### config.mk
export PLATFORM = sky130hd
export DESIGN_NAME = c2k_sum
export DESIGN_NICKNAME = d
export VERILOG_FILES = /design/src/sv/conv2d_kxk_padded_top_defines.svh /design/src/sv/c2k_pkg.sv /design/src/sv/c2k_sum.sv
export SDC_FILE = /design/constraint.sdc
export NUM_CORES = 2
export LEC_CHECK = 0
export BUFFER_PORTS_ARGS = -buffer_cell sky130_fd_sc_hd__buf_2
export CORE_AREA = 2 2 323 325
export CTS_CLUSTER_DIAMETER = 30
export DETAILED_ROUTE_END_ITERATION = 8
export DIE_AREA = 0 0 325 327
export PLACE_DENSITY_LB_ADDON = 0.1
export SYNTH_ARGS = -nofsm -noshare
export SYNTH_HDL_FRONTEND = slang
export SYNTH_SLANG_ARGS = --single-unit
### constraint.sdc
create_clock -name i_clk -period 5.8 [get_ports i_clk]
set_input_delay 0.87 -clock i_clk [delete_from_list [all_inputs] [get_ports i_clk]]
set_output_delay 0.87 -clock i_clk [all_outputs]
set_load 0.05 [all_outputs]
### src/sv/conv2d_kxk_padded_top_defines.svh
// conv2d_kxk_padded_top_defines.svh
// Assertion macros for the K x K convolution RTL; no dependencies.
// The macros expect i_clk and i_rst_n in the scope where they are used.
`ifndef CONV2D_KXK_PADDED_TOP_DEFINES_SVH
`define CONV2D_KXK_PADDED_TOP_DEFINES_SVH
`ifndef SYNTHESIS
`define C2K_ASSERT(name, prop, msg) \
    name: assert property (@(posedge i_clk) disable iff (!i_rst_n) prop) else $error(msg);
`define C2K_ASSERT_RST(name, prop, msg) \
    name: assert property (@(posedge i_clk) prop) else $error(msg);
`else
`define C2K_ASSERT(name, prop, msg)
`define C2K_ASSERT_RST(name, prop, msg)
`endif
`endif

### src/sv/c2k_pkg.sv
// c2k_pkg.sv
// Shared constants, codes and pipeline control type for the K x K convolution.
// No dependencies.
`timescale 1ns / 1ps
package c2k_pkg;
    localparam int DEF_MAX_KERNEL = 5;
    localparam int DEF_MAX_WIDTH  = 2048;
    localparam int MAX_HEIGHT     = 4096;

    localparam int PIX_W      = 16;
    localparam int PROD_W     = 32;
    localparam int OUT_W      = 36;
    localparam int X_W        = 11;
    localparam int Y_W        = 12;
    localparam int OW_W       = 12;
    localparam int OH_W       = 13;
    localparam int K_W        = 3;
    localparam int WIDX_W     = 5;
    localparam int CFG_IDX_W  = 2;
    localparam int CFG_DATA_W = 13;
    localparam int S_TDATA_W  = 24;
    localparam int M_TDATA_W  = 64;

    typedef enum logic {
        OP_WEIGHT = 1'b0,
        OP_PIXEL  = 1'b1
    } t_opcode;

    typedef enum logic [CFG_IDX_W-1:0] {
        REG_OUT_WIDTH   = 2'd0,
        REG_OUT_HEIGHT  = 2'd1,
        REG_KERNEL_SIZE = 2'd2
    } t_cfg_reg;

    typedef struct packed {
        logic adv_ab;
        logic adv_bc;
        logic adv_cd;
        logic adv_de;
        logic adv_ef;
    } t_ctl;
endpackage

### src/sv/c2k_sum.sv
// c2k_sum.sv
// Two-level registered adder tree: per-row sums, then the window sum.
// Depends on c2k_pkg.
`timescale 1ns / 1ps
module c2k_sum #(
    parameter int MAX_KERNEL = c2k_pkg::DEF_MAX_KERNEL
) (
    input  logic                              i_clk,
    input  c2k_pkg::t_ctl                     i_ctl,
    input  logic signed [c2k_pkg::PROD_W-1:0] i_prod [MAX_KERNEL][MAX_KERNEL],
    output logic signed [c2k_pkg::OUT_W-1:0]  o_sum
);
    import c2k_pkg::*;

    localparam int ROW_W = PROD_W + $clog2(MAX_KERNEL + 1);
    localparam int SUM_W = ROW_W + $clog2(MAX_KERNEL + 1);

    logic signed [ROW_W-1:0] r_row [MAX_KERNEL];
    logic signed [ROW_W-1:0] n_row [MAX_KERNEL];
    logic signed [SUM_W-1:0] n_sum;
    logic signed [OUT_W-1:0] r_sum;

    always_comb begin
        for (int d = 0; d < MAX_KERNEL; d++) begin
            n_row[d] = '0;
            for (int j = 0; j < MAX_KERNEL; j++) begin
                n_row[d] = n_row[d] + ROW_W'(i_prod[d][j]);
            end
        end
        n_sum = '0;
        for (int d = 0; d < MAX_KERNEL; d++) begin
            n_sum = n_sum + SUM_W'(r_row[d]);
        end
    end

    always_ff @(posedge i_clk) begin
        if (i_ctl.adv_de) begin
            r_row <= n_row;
        end
        if (i_ctl.adv_ef) begin
            r_sum <= OUT_W'(n_sum);
        end
    end

    assign o_sum = r_sum;
endmodule

Yosys cells after proc, flatten, opt, wreduce, memory -nomap -nowiden
Cells that the tools add are included.
- register bits: 211
- output and inout bits: 36
- add/subtract/negate cells: 24
- operator list (kind ; number):
    adder 34 x 32 -> 35 bit ; 5
    adder 35 x 32 -> 35 bit ; 5
    adder 33 x 32 -> 34 bit ; 5
    adder 32 x 32 -> 33 bit ; 5
    adder 36 x 35 -> 36 bit ; 3
    adder 35 x 35 -> 36 bit ; 1

Longest topological paths before layout
- word-level depth: 4
- mapped depth: 18

Worst setup path after synthesis
No wires, ideal clock.
- path kind: input-to-reg
- start point: input i_prod[484] (netlist name)
- end point: register r_row[135] (netlist name), data pin
- library setup time: 0.261 ns
- arrival time: 4.571 ns
- required time: 5.539 ns
- setup slack: 0.969 ns
- cell stages on the path: 17
- path through: inv_1 > fa_1 > inv_1 > fa_1 > inv_1 > fa_1 > inv_1 > ha_1 > a21oi_1 > nor2b_1 > a311o_1 > a221oi_4 > a22oi_2 > a41oi_4 > o32ai_2 > o22a_1 > xor2_1
- RTL lines (item ; line ; RTL):
    start, declared ; c2k_sum.sv:10 ; input logic signed [c2k_pkg::PROD_W-1:0] i_prod [MAX_KERNEL][MAX_KERNEL],
    end signal, assigned ; c2k_sum.sv:38 ; r_row <= n_row;
    end, declared ; c2k_sum.sv:18 ; logic signed [ROW_W-1:0] r_row [MAX_KERNEL];

Final worst setup path
- start point: register r_row[71] (netlist name)
- end point: register r_sum[29] (netlist: o_sum[29]), data pin
- cells in the longest elaborated chain, start to end: 3
- RTL lines (item ; line ; RTL):
    adder 36 x 35 -> 36 bit (3 in series) ; c2k_sum.sv:32 ; n_sum = n_sum + SUM_W'(r_row[d]);
    via n_sum[29] ; c2k_sum.sv:20 ; logic signed [SUM_W-1:0] n_sum;
    end signal, assigned ; c2k_sum.sv:41 ; r_sum <= OUT_W'(n_sum);
    end, declared ; c2k_sum.sv:21 ; logic signed [OUT_W-1:0] r_sum;
The timed path passes the listed nets, and every way through them passes these cells.
A chain may end at the register's enable or synchronous reset.

==> summary.md <==
The tools report the count of H-tree levels built during CTS as 2. The layout has 10.7k filler cells. The tools report the post-synthesis net count as 5,585. The overall overflow remaining after global route is 0. The critical path goes through inv_1, fa_1, fa_1, fa_1, inv_1, ha_1, fa_1, a21o_1, a21oi_1, o21bai_1, a31oi_2, o211ai_1, a221oi_4, o31ai_2, a41oi_1, xnor2_1.

Clock period minus final worst setup slack: 5.14 ns. The tree is rooted in a clkbuf_16. The logs give 3 for the number of buffers on the longest clock path and 61 for the number of buffers created by CTS. Entering global routing, the biggest net connects 99 pins. At the end of routability-driven placement, the weighted congestion stood at 0.850.

Setup violations remaining at the end of the flow were counted as 0. The run gives 0 as the number of buffers inserted for hold repair after clock tree synthesis. The number of DRC markers after the initial detailed-route iteration is 1,039. The met1 global-route usage was 0.202. For the hold violation total from the final report, the log shows 0.

Ratio of cells with drive above 1 in the final layout: 0.200. Measured in cells, the most critical reg-to-reg path has a length of 16. The tools report the all-layer global routing usage as 0.175.

The highest cell delay on the worst timing path is 0.50 ns, and the final cell count without fillers is 6,283. The first global-routing pass estimated 145,000 um of wire. Summing over every cut layer, the via total after detailed routing is 26.9k. Clock latency on the worst-skew pair, taken at its later pin, is 0.60 ns. The fraction of the cycle the final worst path needs was 0.887. The clock edge transition at the registers on the reported setup and hold paths was 0.05 ns. STA classifies the critical path startpoint as a flop. In this run the cell area of the synthesized design comes to 35,000 um2. The routed length per instance was 14.8 um; the fraction of the yosys area taken by sequential cells was 0.181. The total area inside the core boundary comes to 103,000 um2. By instance count, the cell type seen most on the critical path is fa_1. The synthesized design contains 211 enable-type register cells. The growth of design area from synthesis to finish is 23.1%.

The width of the chip came out at 325 um. TritonCTS built the clock tree. The worst hold path was traced through 2 stages. The class of the tightest hold or removal check was in2reg. Data on the critical path is required at its endpoint by 6.14 ns. The post-synthesis async set-or-reset flop share was 0. The most utilized layer in the global route result was met2. The post-synthesis cell count was 3,974; the final max-slew violation count was 0.

The tools report the number of antenna violations at the first check in global routing as 8. In this run the vertical extent of the chip is 327 um. Among all stages on the critical path, the largest delay is contributed by fa_1. The run gives 118 as the total number of placement rows.

In this run, post-CTS repair resized a total of 0 instances. The post-layout utilization of the core is 0.419. The run finished with clean final reports. Setup repair after global routing left no endpoint under its margin. The tool flagged a number of max-cap violations equal to 0. The run gives 0.342 as the met2 demand-to-capacity share in global routing.

The tools report the final net count as 6,460. The average cell area after synthesis came out at 8.81 um2. Initial core utilization: 0.340. The die area is 106,000 um2, and the highest clock rate is 0.194 GHz. The number of sinks on the clock net was 211; the reg-to-reg setup timing slack was 0.66 ns. Half-perimeter wire length after placement: 84,300 um.

For this run, design rule violations remaining after detail routing come to 0. The tools report the setup total negative slack as 0 ns. Kind of critical path: reg2reg. The worst max-slew margin expressed relative to the limit is 0.371, and the maximum fanout encountered on the critical timing path is 5.

842 I/O pins were placed. For this run, the leading register cell type out of synthesis is edfxtp_1. The worst endpoint data arrival time came out at 5.48 ns. The kind of end point of the critical path was a flop. The first detailed-routing pass took 5 iterations. The number of setup buffers added after CTS was 0; the via count of the first global-routing pass was 28.2k. During synthesis, Yosys emitted a total of 0 warnings. The total placed cells including tap cells was 6,166. In this run, distinct cell masters in the synthesized netlist total 77.

The wire length after detailed routing was 93,000 um; the post-synthesis register bit count was 211. The number of antenna-violating nets in the routed design is 0, and the met3 global-route usage is 0.0275. Port buffering added 838 buffers.

The slew at the pin closest to its max-slew limit is 0.943 ns, and the final setup skew is 0.0151 ns. After detailed routing, the number of vias per cell comes to 4.28.
[layout make-up]
type | count | area [um2] | share of cell area
Clock buffer | 66 | 1550 | 0.0359
Antenna cell | 3 | 7.51 | 0.000174
Inverter | 1785 | 6700 | 0.156
Timing Repair Buffer | 849 | 4300 | 0.0998
Multi-Input combinational cell | 1941 | 21800 | 0.507
Sequential cell | 211 | 6340 | 0.147
Clock inverter | 48 | 632 | 0.0147
Tap cell | 1380 | 1730 | 0.0401
[metrics by stage]
stage | setup WS, ns | hold slack, ns | cell area, um2
4_1_cts | 0.606 | 0.525 | 43100
5_1_grt | 0.441 | 0.530 | 43100
6_report | 0.656 | 0.571 | 43100
3_5_place_dp | 0.260 | 0.589 | 40900
3_3_place_gp | 0.306 | 0.592 | 40900
2_1_floorplan | 0.969 | 0.526 | 35000
[cell usage after synthesis (4+ instances only)]
cell type	number	area, um2
o21bai_1	28	210
and4_1	5	43.8
a21o_1	96	721
nor2b_1	25	156
nand3_1	34	170
clkbuf_1	34	128
a211o_1	4	35.0
xor2_1	58	508
edfxtp_1	211	6340
fa_1	594	11900
a21boi_0	7	52.6
o21a_1	23	173
a31o_2	5	43.8
o211ai_1	7	52.6
o31a_1	6	52.6
xnor2_1	124	1090
inv_1	1785	6700
o21ai_1	13	65.1
o31ai_1	7	52.6
a211oi_1	15	113
nand2_1	104	390
nor3_1	19	95.1
or3_1	9	56.3
o21ai_0	88	440
nor2_1	97	364
a41oi_1	6	52.6
and3_1	26	163
nand2b_1	22	138
a31oi_1	27	169
ha_1	211	2640
a21oi_1	182	911
and2_1	7	43.8
nand4_1	20	125
[worst max-delay path, delay by kind of cell, from the launching register on]
family	cells	cell delay, ns
DFF	1	0.44
AOI/OAI and AO/OA	8	2.11
buffers and inverters	2	0.14
xor gates and xnor gates	1	0.11
adders and majority gates	5	2.07
[placed cells by master (no fill, tap or decap), types with 58 or more instances in the layout]
cell and count:
a21o_1 96, xor2_1 58, buf_2 837, edfxtp_1 211
inv_1 1785, xnor2_1 124, fa_1 594, nor2_1 97
nand2_1 104, clkbuf_16 61, ha_1 211, a21oi_1 182
o21ai_0 88
[worst paths after layout]
path	start	to
worst min-delay path	i_prod[608]	r_row[105]
worst min register to register	r_row[140]	o_sum[0]
worst max register to register	r_row[71]	o_sum[29]
worst max-delay path	r_row[71]	o_sum[29]
[logic make-up after synthesis]
family / count (synthesis) / synth area share
AND/OR/NAND/NOR: 381 / 0.0531
XOR/XNOR: 182 / 0.0455
adder cells (fa/ha/maj): 805 / 0.415
AO/OA/AOI/OAI: 573 / 0.110
flip-flops: 211 / 0.181
buffers and inverters: 1822 / 0.195
[per-layer routing]
layer,share of wire,wire (um),up-vias
met4,0.016,1460,6
met1,0.38,35700,12900
met3,0.047,4330,88
met2,0.55,51500,577
met5,0.00046,43,-
li1,-,-,13300
[flip-flops by register name (all words and copies together), names as in the netlist]
name	cells
r_row	175
o_sum	36
Power is not shown: default switching activity piles up to over one toggle a cycle in this logic, so the estimate is an artifact.
